==> src/design/idtbl_pkg.sv <==
`timescale 1ns / 1ps
// ----------------------------------------------------------------------------
// idtbl_pkg
// Shared widths, status codes and operation codes of the identifier table.
// ----------------------------------------------------------------------------
package idtbl_pkg;

	localparam int unsigned ID_W     = 64;
	localparam int unsigned STATUS_W = 2;
	localparam int unsigned IDX_W    = 6;
	localparam int unsigned CNT_W    = 7;

	typedef logic [STATUS_W-1:0] status_t;
	typedef logic [ID_W-1:0]     card_id_t;
	typedef logic [IDX_W-1:0]    slot_idx_t;
	typedef logic [CNT_W-1:0]    count_t;

	localparam status_t ST_OK        = 2'd0;
	localparam status_t ST_NOT_FOUND = 2'd1;
	localparam status_t ST_EXISTS    = 2'd2;
	localparam status_t ST_NO_SPACE  = 2'd3;

	localparam logic FUNC_CHECK = 1'b0;
	localparam logic FUNC_ADD   = 1'b1;

endpackage

==> src/design/idtbl_mem.sv <==
`timescale 1ns / 1ps
// ----------------------------------------------------------------------------
// idtbl_mem
// Identifier storage: one write port and one read port with registered data.
// ----------------------------------------------------------------------------
module idtbl_mem #(
	parameter int unsigned DEPTH = 64,
	parameter int unsigned AW    = 6
) (
	input  logic                  clk,
	input  logic                  wr_en,
	input  logic [AW-1:0]         wr_addr,
	input  idtbl_pkg::card_id_t   wr_data,
	input  logic                  rd_en,
	input  logic [AW-1:0]         rd_addr,
	output idtbl_pkg::card_id_t   rd_data
);
	import idtbl_pkg::*;

	card_id_t mem [DEPTH];
	card_id_t rd_data_q;

	always_ff @(posedge clk) begin
		if (wr_en) begin
			mem[wr_addr] <= wr_data;
		end
		if (rd_en) begin
			rd_data_q <= mem[rd_addr];
		end
	end

	assign rd_data = rd_data_q;

endmodule

==> src/design/idtbl_ctrl.sv <==
`timescale 1ns / 1ps
// ----------------------------------------------------------------------------
// idtbl_ctrl
// Request sequencer: scans the filled slots, inserts new identifiers and
// holds the result word in an output register.
// ----------------------------------------------------------------------------
module idtbl_ctrl #(
	parameter int unsigned TABLE_SLOTS = 64,
	parameter int unsigned AW          = 6,
	parameter int unsigned CW          = 7
) (
	input  logic                     clk,
	input  logic                     arst_n,
	input  logic                     in_valid,
	output logic                     in_ready,
	input  logic                     func,
	input  idtbl_pkg::card_id_t      card_id,
	output logic                     out_valid,
	input  logic                     out_ready,
	output idtbl_pkg::status_t       status,
	output idtbl_pkg::slot_idx_t     slot_index,
	output idtbl_pkg::count_t        valid_count,
	output logic                     mem_rd_en,
	output logic [AW-1:0]            mem_rd_addr,
	input  idtbl_pkg::card_id_t      mem_rd_data,
	output logic                     mem_wr_en,
	output logic [AW-1:0]            mem_wr_addr,
	output idtbl_pkg::card_id_t      mem_wr_data
);
	import idtbl_pkg::*;

	localparam logic [1:0] S_IDLE   = 2'd0;
	localparam logic [1:0] S_SCAN   = 2'd1;
	localparam logic [1:0] S_RESULT = 2'd2;

	logic [1:0]    state_q;
	logic          func_q;
	card_id_t      key_q;
	logic [CW-1:0] count_q;
	logic [CW-1:0] rd_idx_q;
	logic          cmp_vld_s1;
	logic [AW-1:0] cmp_idx_s1;
	status_t       res_status_q;
	logic [AW-1:0] res_idx_q;
	logic          out_valid_q;
	status_t       out_status_q;
	slot_idx_t     out_idx_q;
	count_t        out_cnt_q;

	logic accept;
	logic issue;
	logic hit;
	logic miss_done;
	logic out_free;
	logic full;

	assign in_ready  = (state_q == S_IDLE);
	assign accept    = in_valid && in_ready;
	assign full      = (count_q >= CW'(TABLE_SLOTS));
	assign issue     = (state_q == S_SCAN) && (rd_idx_q < count_q);
	assign hit       = (state_q == S_SCAN) && cmp_vld_s1 && (mem_rd_data == key_q);
	assign miss_done = (state_q == S_SCAN) && !cmp_vld_s1 && (rd_idx_q == count_q);
	assign out_free  = !out_valid_q || out_ready;

	assign mem_rd_en   = issue;
	assign mem_rd_addr = rd_idx_q[AW-1:0];
	assign mem_wr_en   = miss_done && (func_q == FUNC_ADD);
	assign mem_wr_addr = count_q[AW-1:0];
	assign mem_wr_data = key_q;

	always_ff @(posedge clk or negedge arst_n) begin
		if (!arst_n) begin
			state_q     <= S_IDLE;
			count_q     <= '0;
			rd_idx_q    <= '0;
			cmp_vld_s1  <= 1'b0;
			out_valid_q <= 1'b0;
		end else begin
			case (state_q)
				S_IDLE: begin
					if (accept) begin
						rd_idx_q   <= '0;
						cmp_vld_s1 <= 1'b0;
						if (func == FUNC_ADD && full) begin
							state_q <= S_RESULT;
						end else begin
							state_q <= S_SCAN;
						end
					end
				end
				S_SCAN: begin
					cmp_vld_s1 <= issue;
					if (issue) begin
						rd_idx_q <= rd_idx_q + CW'(1);
					end
					if (hit) begin
						state_q <= S_RESULT;
					end else if (miss_done) begin
						if (func_q == FUNC_ADD) begin
							count_q <= count_q + CW'(1);
						end
						state_q <= S_RESULT;
					end
				end
				S_RESULT: begin
					if (out_free) begin
						state_q <= S_IDLE;
					end
				end
				default: begin
					state_q <= S_IDLE;
				end
			endcase

			if (state_q == S_RESULT && out_free) begin
				out_valid_q <= 1'b1;
			end else if (out_ready) begin
				out_valid_q <= 1'b0;
			end
		end
	end

	always_ff @(posedge clk) begin
		if (accept) begin
			func_q       <= func;
			key_q        <= card_id;
			res_status_q <= ST_NO_SPACE;
			res_idx_q    <= '0;
		end
		cmp_idx_s1 <= rd_idx_q[AW-1:0];
		if (hit) begin
			res_status_q <= (func_q == FUNC_ADD) ? ST_EXISTS : ST_OK;
			res_idx_q    <= cmp_idx_s1;
		end else if (miss_done) begin
			if (func_q == FUNC_ADD) begin
				res_status_q <= ST_OK;
				res_idx_q    <= count_q[AW-1:0];
			end else begin
				res_status_q <= ST_NOT_FOUND;
				res_idx_q    <= '0;
			end
		end
		if (state_q == S_RESULT && out_free) begin
			out_status_q <= res_status_q;
			out_idx_q    <= IDX_W'(res_idx_q);
			out_cnt_q    <= CNT_W'(count_q);
		end
	end

	assign out_valid   = out_valid_q;
	assign status      = out_status_q;
	assign slot_index  = out_idx_q;
	assign valid_count = out_cnt_q;

endmodule

==> src/design/id_table_lookup_insert.sv <==
`timescale 1ns / 1ps
// ----------------------------------------------------------------------------
// id_table_lookup_insert
// Table of 64-bit card identifiers with check and add requests.
//
//   channel | direction | handshake          | word
//   in      | input     | in_valid/in_ready  | func, card_id
//   out     | output    | out_valid/out_ready| status, slot_index, valid_count
//
// A request's time is set by the scan through the identifier memory read
// port, which reads the filled slots one slot per cycle; a request that
// hits returns sooner.
// Slots fill from the bottom and are never freed, so a fill count marks the
// valid slots and reset needs no clearing pass.
// A waiting result sits in the output register while the next word is taken;
// the following result waits for it to drain.
// ----------------------------------------------------------------------------
module id_table_lookup_insert #(
	parameter int unsigned TABLE_SLOTS = 64
) (
	input  logic                  clk,
	input  logic                  arst_n,
	input  logic                  in_valid,
	output logic                  in_ready,
	input  logic                  func,
	input  idtbl_pkg::card_id_t   card_id,
	output logic                  out_valid,
	input  logic                  out_ready,
	output idtbl_pkg::status_t    status,
	output idtbl_pkg::slot_idx_t  slot_index,
	output idtbl_pkg::count_t     valid_count
);
	import idtbl_pkg::*;

	localparam int unsigned AW = $clog2(TABLE_SLOTS);
	localparam int unsigned CW = $clog2(TABLE_SLOTS + 1);

	logic          mem_rd_en;
	logic [AW-1:0] mem_rd_addr;
	card_id_t      mem_rd_data;
	logic          mem_wr_en;
	logic [AW-1:0] mem_wr_addr;
	card_id_t      mem_wr_data;

	idtbl_mem #(
		.DEPTH(TABLE_SLOTS),
		.AW   (AW)
	) u_mem (
		.clk    (clk),
		.wr_en  (mem_wr_en),
		.wr_addr(mem_wr_addr),
		.wr_data(mem_wr_data),
		.rd_en  (mem_rd_en),
		.rd_addr(mem_rd_addr),
		.rd_data(mem_rd_data)
	);

	idtbl_ctrl #(
		.TABLE_SLOTS(TABLE_SLOTS),
		.AW         (AW),
		.CW         (CW)
	) u_ctrl (
		.clk        (clk),
		.arst_n     (arst_n),
		.in_valid   (in_valid),
		.in_ready   (in_ready),
		.func       (func),
		.card_id    (card_id),
		.out_valid  (out_valid),
		.out_ready  (out_ready),
		.status     (status),
		.slot_index (slot_index),
		.valid_count(valid_count),
		.mem_rd_en  (mem_rd_en),
		.mem_rd_addr(mem_rd_addr),
		.mem_rd_data(mem_rd_data),
		.mem_wr_en  (mem_wr_en),
		.mem_wr_addr(mem_wr_addr),
		.mem_wr_data(mem_wr_data)
	);

	a_busy_after_accept: assert property (@(posedge clk) disable iff (!arst_n)
		in_valid && in_ready |=> !in_ready)
		else $error("request accepted while another is in progress");

	a_no_rw_overlap: assert property (@(posedge clk) disable iff (!arst_n)
		mem_wr_en |-> !mem_rd_en)
		else $error("insert write overlaps a scan read");

	a_wr_in_range: assert property (@(posedge clk) disable iff (!arst_n)
		mem_wr_en |-> (32'(mem_wr_addr) < TABLE_SLOTS))
		else $error("insert write beyond the table");

	a_idx_zero_on_fail: assert property (@(posedge clk) disable iff (!arst_n)
		out_valid && (status == ST_NOT_FOUND || status == ST_NO_SPACE)
		|-> (slot_index == '0))
		else $error("failed request reports a slot");

endmodule

==> config.mk <==
export PLATFORM = sky130hd
export DESIGN_NAME = id_table_lookup_insert
export DESIGN_NICKNAME = d
export VERILOG_FILES = /design/src/design/idtbl_pkg.sv /design/src/design/idtbl_mem.sv /design/src/design/idtbl_ctrl.sv /design/src/design/id_table_lookup_insert.sv
export SDC_FILE = /design/constraint.sdc
export NUM_CORES = 2
export LEC_CHECK = 0
export BUFFER_PORTS_ARGS = -buffer_cell sky130_fd_sc_hd__buf_2
export CELL_PAD_IN_SITES_DETAIL_PLACEMENT = 1
export CELL_PAD_IN_SITES_GLOBAL_PLACEMENT = 1
export CORE_MARGIN = 2
export CORE_UTILIZATION = 45
export CTS_BUF_LIST = sky130_fd_sc_hd__clkbuf_8
export DETAILED_ROUTE_END_ITERATION = 16
export PLACE_DENSITY_LB_ADDON = 0.1
export SLEW_MARGIN = 10
export SYNTH_ARGS = -nofsm -noshare
export SYNTH_HDL_FRONTEND = slang
export SYNTH_HIERARCHICAL = 1
export SYNTH_SLANG_ARGS = --single-unit
==> constraint.sdc <==
create_clock -name clk -period 14.45 [get_ports clk]
set_input_delay 0.7225 -clock clk [delete_from_list [all_inputs] [get_ports clk]]
set_output_delay 0.7225 -clock clk [all_outputs]
set_load 0.005 [all_outputs]
Word-level counts from Yosys, hierarchy flattened
Memory sizes are Yosys's and may differ from the RTL's. A register that Yosys moved wholly into a read port is not among the register bits.
Cells that the tools add are included.

word-level totals
  memories kept = 1
  logic and storage cells = 71
  bits of input ports = 69
  RAM bits = 4096
  output and inout bits = 17
  bits in registers = 112

memories
  name       depth  width  read ports  clocked after Yosys merged registers in  wr ports  line             text
  u_mem.mem  64     64     1           1                                        1         idtbl_mem.sv:20  card_id_t mem [DEPTH];

operators by class
  multiplexer cells = 24
  $add $sub $neg = 2
  eq/ne operators = 8
  bitwise gates (word level) = 1
  reduce and logical (&&, ||, !) cells = 20
  order comparisons = 2

operator list
  cell                                                                     count
  64-bit equality test                                                     1
  6-bit two-way mux                                                        4
  2-bit two-way mux                                                        9
  7-bit by 1-bit adder with 7-bit output, second input constant            2
  7-bit two-way mux                                                        2
  7-bit one-hot mux with 2 select lines                                    1
  1-bit logical AND                                                        9
  7-bit equality test                                                      1
  7-bit greater-or-equal comparator, second input constant                 1
  7-bit less-than comparator                                               1
  1-bit two-way mux                                                        6
  2-bit one-hot mux with 3 select lines                                    1
  3-bit AND reduction                                                      2
  2-bit inequality test, second input constant                             2
  4-bit AND reduction                                                      1
  2-bit nonzero test                                                       2
  3-bit by 1-bit inequality test with 1-bit output, second input constant  1
  3-bit nonzero test                                                       1
  2-bit by 1-bit equality test with 1-bit output, second input constant    1
  2-bit equality test, second input constant                               1
  1-bit logical NOT                                                        2
  2-bit logical NOT                                                        1
  2-bit by 1-bit inequality test with 1-bit output, second input constant  1
  1-bit one-hot mux with 2 select lines                                    1
  other kinds (3)                                                          3

Logic depth before layout (Yosys ltp)
  depth in word-level cells = 6
  mapped depth = 10
  gate-level depth less buffers = 8

Hierarchy
Netlist, hierarchy kept.

by module, submodules not included
  module      cells an instance  times used  sequential area each (sq um)  area each (sq um)
  idtbl_mem   6598               1           124919.8                      156989.3
  idtbl_ctrl  320                1           3213.1                        4755.8

Worst setup path after synthesis
Ideal clock, no wire load.

  path type = reg-to-reg
  start point = register u_ctrl.count_q[2]
  end point = memory u_mem/mem[48][0] (netlist name) (enable)
  arrival time = 6.299 ns
  data required time = 13.886 ns
  library setup time = 0.564 ns
  slack = 7.587 ns
  clock period less this slack = 6.863 ns
  cell stages (with the launch flop) = 10
  buffers on the path = 2
  path through = dfrtp_1 -> inv_1 -> ha_1 -> nand2_1 -> nor4_4 -> and2_1 -> buf_4 -> buf_2 -> nand4b_1 -> nor3_1

on the way
  word-level cells in the longest chain between the ends = 5

ends and longest elaborated chain
  item                                     line                          text
  start: declaration                       idtbl_ctrl.sv:39              logic [CW-1:0] count_q;
  start signal: assignment                 idtbl_ctrl.sv:100             count_q <= count_q + CW'(1);
  7-bit equality test                      idtbl_ctrl.sv:62              assign miss_done = (state_q == S_SCAN) && !cmp_vld_s1 && (rd_idx_q == count_q);
  1-bit logical AND                        idtbl_ctrl.sv:62
  1-bit logical AND                        idtbl_ctrl.sv:67              assign mem_wr_en = miss_done && (func_q == FUNC_ADD);
  named net mem_wr_en                      id_table_lookup_insert.sv:41  logic mem_wr_en;
  1-bit two-way mux                        idtbl_mem.sv:24               if (wr_en) begin
  1-bit two-way mux (implied by the code)  idtbl_mem.sv:25               mem[wr_addr] <= wr_data;
  end: declaration                         idtbl_mem.sv:20

The timed path passes the listed nets, and every way through them passes these cells.

Final worst setup path
  start point = register u_ctrl.rd_idx_q[0]
  end point = register u_mem.rd_data_q[1] (netlist: u_mem/rd_data[1]), read port of u_mem.mem (data pin)

on the way
  word-level cells in the longest chain between the ends = 2

ends and longest elaborated chain
  item                        line              text
  start: declaration          idtbl_ctrl.sv:40  logic [CW-1:0] rd_idx_q;
  start signal: assignment    idtbl_ctrl.sv:94  rd_idx_q <= rd_idx_q + CW'(1);
  7-bit less-than comparator  idtbl_ctrl.sv:60  assign issue = (state_q == S_SCAN) && (rd_idx_q < count_q);
  1-bit logical AND           idtbl_ctrl.sv:60
  end: declaration            idtbl_mem.sv:21   card_id_t rd_data_q;

Several ways; a longest one is shown, not always the timed one.
A chain may end at the register's enable or synchronous reset.

==> run summary <==
The flow ran to the end, and the final reports show no timing, DRC or antenna violations. Measured against the total synthesized area, the mux share comes to 15.1%. The sum of net half-perimeters after detailed placement is 272 mm.

The critical path arrival came out at 6.56 ns. The time the final worst path needs with I/O delays and setup came out at 5.63 ns. The worst setup path is captured at a flop. The number of routed nets with antenna violations is 0. For this run, design rule violations remaining after detail routing come to 0. The post-synthesis async set-or-reset flop share is 0.421%. For this design the ratio of total power to cell area is 126 mW/mm². The number of endpoints with negative hold slack in the final report is 0. The worst register-to-register path ends at u_mem/rd_data[1].

The tightest min-delay check is of the in2reg type. The number of cells on the worst hold path came out at 2. The area share of fa/ha/maj cells after synthesis is 0.0696%. The required time of the critical path came out at 15.38 ns. The pin slew with the least headroom to its limit came out at 1.36 ns.

The count of pins on the block boundary is 86. Clock tree synthesis selected as its root buffer the cell sky130_fd_sc_hd__clkbuf_8. Port buffering added 85 buffers. The layout net count came out at 7761. The initial antenna violation count came to 46. The final setup skew came out at 0.0716 ns. By area the synthesized netlist is led by sky130_fd_sc_hd__edfxtp_1 79%, sky130_fd_sc_hd__mux4_2 14%, sky130_fd_sc_hd__mux2i_1 0.84%, sky130_fd_sc_hd__a22oi_1 0.78%, sky130_fd_sc_hd__buf_2 0.54%. After clock tree synthesis, the clock-pin slew on the worst setup and hold paths is 0.06 ns. The simple-gate portion of the synthesized area is 1.46%. The critical path crosses 10 cells after its start point. Cells with a size suffix above 1 make up 28.5% of the layout. On the critical path, the stage with the largest delay is an instance of sky130_fd_sc_hd__dfrtp_4. Counting the buffers created by CTS gives 701. The core region is 0.358 mm². By area, the combinational part of the netlist is dominated by multiplexers. Across the VDD grid, the largest voltage drop is 0.0000896 V. Among all cell types in the netlist, the one instantiated most often is sky130_fd_sc_hd__edfxtp_1. For this block, the initial DRC count from the detailed router was 11000.

By count the netlist is led by 4248 x sky130_fd_sc_hd__edfxtp_1, 1024 x sky130_fd_sc_hd__mux4_2, 173 x sky130_fd_sc_hd__buf_2, 168 x sky130_fd_sc_hd__a22oi_1, 142 x sky130_fd_sc_hd__clkbuf_1. Counting stages on the worst path, the most repeated cell is sky130_fd_sc_hd__buf_4. STA classifies the critical path startpoint as a flop. The xor and xnor fraction of the mapped netlist area came out at 0.384%. The share of the core filled with cells in the final layout is 50.9%. The overall global routing resource usage is 27.2%. The startpoint identified for the worst register-to-register timing path is u_ctrl/rd_idx_q[0]. After synthesis the cells add up to 0.162 mm². The most area-hungry cell type in the Yosys netlist is sky130_fd_sc_hd__edfxtp_1.

The number of max-slew violations in the final report came out at 0. The setup path with the least slack is of type reg2reg. The depth of the worst register-to-register path is 10. The post-route setup TNS is 0 ns. The count of vias placed by the detailed router is 81700. The longest clock path from root to sink contains 4 buffers. The first global-routing pass estimated 688 mm of wire. The clock sink total came out at 4272. The largest fanout on the critical path is 78. The tightest slew margin relative to the limit is 8.44%. The timing-limited maximum frequency is 0.178 GHz. The number of warnings printed during yosys synthesis is 6. The synthesized area per cell came out at 23.4 µm². The worst hold path begins at card_id[4].

The sequential-to-total area share from yosys stat is 79.2%. Row generation in the floorplan step produced 220 rows. Entering global routing, the biggest net connects 99 pins. The initial core utilization came out at 45.1%. The final wirelength came out at 496 mm. The worst-case hold path end point is u_ctrl/mem_wr_data[4]. The count of unique library cells instantiated by Yosys is 53. The total congestion overflow after global routing is 0. The max-capacitance violation count is 0.

The die outline width came out at 604 µm. The family with the most delay on the worst path is buffers and inverters. The first detailed-routing pass ran for 5 iterations. Dividing the detail-routed wire length by the instance count gives 38.1 µm. The number of nets in the synthesized netlist is 6996. The CTS tree is built. The reported leakage power is 0.0601 µW. The count of state elements after synthesis came out at 4272. In this run the number of H-tree levels came out at 6.

The final setup violation count came out at 0. The share of the synthesized area in the top cell type came out at 78.9%. Setup slack on the worst reg-to-reg path comes out at 8.82 ns.

The period utilization came out at 39.0%. The number of global-route vias before repair is 83700. The setup fix buffers added after clock tree synthesis is 0. The die covers 0.364 mm². Walking the worst path, the cells encountered are buf_4, buf_4, buf_12, buf_4, mux4_2, mux2i_1, nand2_1, a31oi_1, buf_4, a211oi_1. After technology mapping, the gate count stands at 6918.

The largest stage delay on the critical path is 0.80 ns. The height of the die is 604 µm. The area growth from synthesis to layout is 12.8%. The final weighted congestion in routability-driven placement came out at 0.793. The flip-flop cell with the highest count after synthesis is sky130_fd_sc_hd__edfxtp_1. Counting flops with a built-in enable in the synthesized netlist gives 4248.

The insertion delay to the later sink of the worst-skew pair is 1.24 ns. Setup repair after global routing left no endpoint under its margin. The number of vias per cell came out at 6.27. The share of the synthesized area in compound gates (AO/OA/AOI/OAI) came out at 2.52%. Counting both buffers and inverters, the worst setup path holds a total of 5.
==> where the power goes <==
part	switching (µW)	internal (µW)
clock network	4820	4760
logic	7.36	18.5
registers	0.00000000000000583	13400
==> worst max-delay path by stage <==
stage / start / to / slack (ns)
5_1_grt: u_ctrl/rd_idx_q[0] / u_mem/rd_data[1] / 8.34
4_1_cts: u_ctrl/rd_idx_q[0] / u_mem/rd_data[1] / 8.64
2_1_floorplan: u_ctrl/count_q[2] / u_mem/mem[48][0] / 7.59
3_5_place_dp: u_ctrl/rd_idx_q[0] / u_mem/rd_data[1] / 8.63
3_3_place_gp: u_ctrl/rd_idx_q[0] / u_mem/rd_data[1] / 8.59
6_report: u_ctrl/rd_idx_q[0] / u_mem/rd_data[1] / 8.82
==> sequential cells by signal, indices dropped and copies added (netlist names) <==
| name | count |
|---|---|
| u_ctrl/res_status_q | 2 |
| u_ctrl/valid_count | 7 |
| u_mem/mem | 4096 |
| u_ctrl/cmp_idx_s1 | 6 |
| u_mem/rd_data | 64 |
| u_ctrl/func_q | 1 |
| u_ctrl/status | 2 |
| u_ctrl/count_q | 7 |
| u_ctrl/mem_wr_data | 64 |
| u_ctrl/cmp_vld_s1 | 1 |
| u_ctrl/res_idx_q | 6 |
| u_ctrl/slot_index | 6 |
| u_ctrl/state_q | 2 |
| u_ctrl/out_valid | 1 |
| u_ctrl/rd_idx_q | 7 |
==> kinds of logic (layout without fill, tap and decap cells) <==
logic type      Yosys count  in the layout
buf+inv                 421           1747
flops                  4272           4272
mux                    1160           1160
xor+xnor                 70             70
fa+ha+maj                 9              9
other cells               0             10
compound gates          532            532
simple gates            454            454
==> cells in the final DEF (no fill, tap or decap), drive strengths merged, types with 48 or more instances in the layout <==
cell type    instances
and3                65
nand3               53
a211oi              63
clkbuf             726
nor2               116
mux4              1024
inv                320
dlygate4sd3         69
xnor2               48
a22oi              168
edfxtp            4248
mux2i              136
clkinv             226
o22ai               84
nand2               71
buf                381
a22o                94
==> layout make-up <==
cell class	instances	area [µm²]
Antenna cell	10	25.0
Clock buffer	726	9990
Clock inverter	538	2420
Fill cell	31300	176000
Inverter	33	131
Multi-Input combinational cell	2225	32200
Sequential cell	4272	128000
Tap cell	4773	5970
Timing Repair Buffer	450	3560
==> routing by layer <==
layer / vias to the layer above / global-route usage (%) / share of wire, %
li1: 31400 / - / -
met1: 45600 / 41.2 / 43
met2: 4034 / 41.7 / 46
met3: 621 / 4.89 / 8.8
met4: 0 / 5.83 / 1.8
met5: - / 0 / 0
==> per-stage QoR <==
| step | total power [µW] | setup slack (ns) | hold slack (ns) | area [µm²] | std cells |
|---|---|---|---|---|---|
| 2_1_floorplan | 13700 | 7.59 | 0.400 | 162000 | 6918 |
| 3_3_place_gp | 13700 | 8.59 | 0.411 | 169000 | 11700 |
| 3_5_place_dp | 13700 | 8.63 | 0.411 | 169000 | 11700 |
| 4_1_cts | 23200 | 8.64 | 0.0843 | 182000 | 13000 |
| 5_1_grt | 23700 | 8.34 | 0.184 | 182000 | 13000 |
| 6_report | 23000 | 8.82 | 0.207 | 182000 | 13000 |
==> repair_timing <==
action	4_1_cts	5_1_grt
hold buffers	69	0
setup endpoints to repair	0	0
endpoints found under the hold margin	90	0
resized for setup	0	0
(Power assumes the default switching activity.)
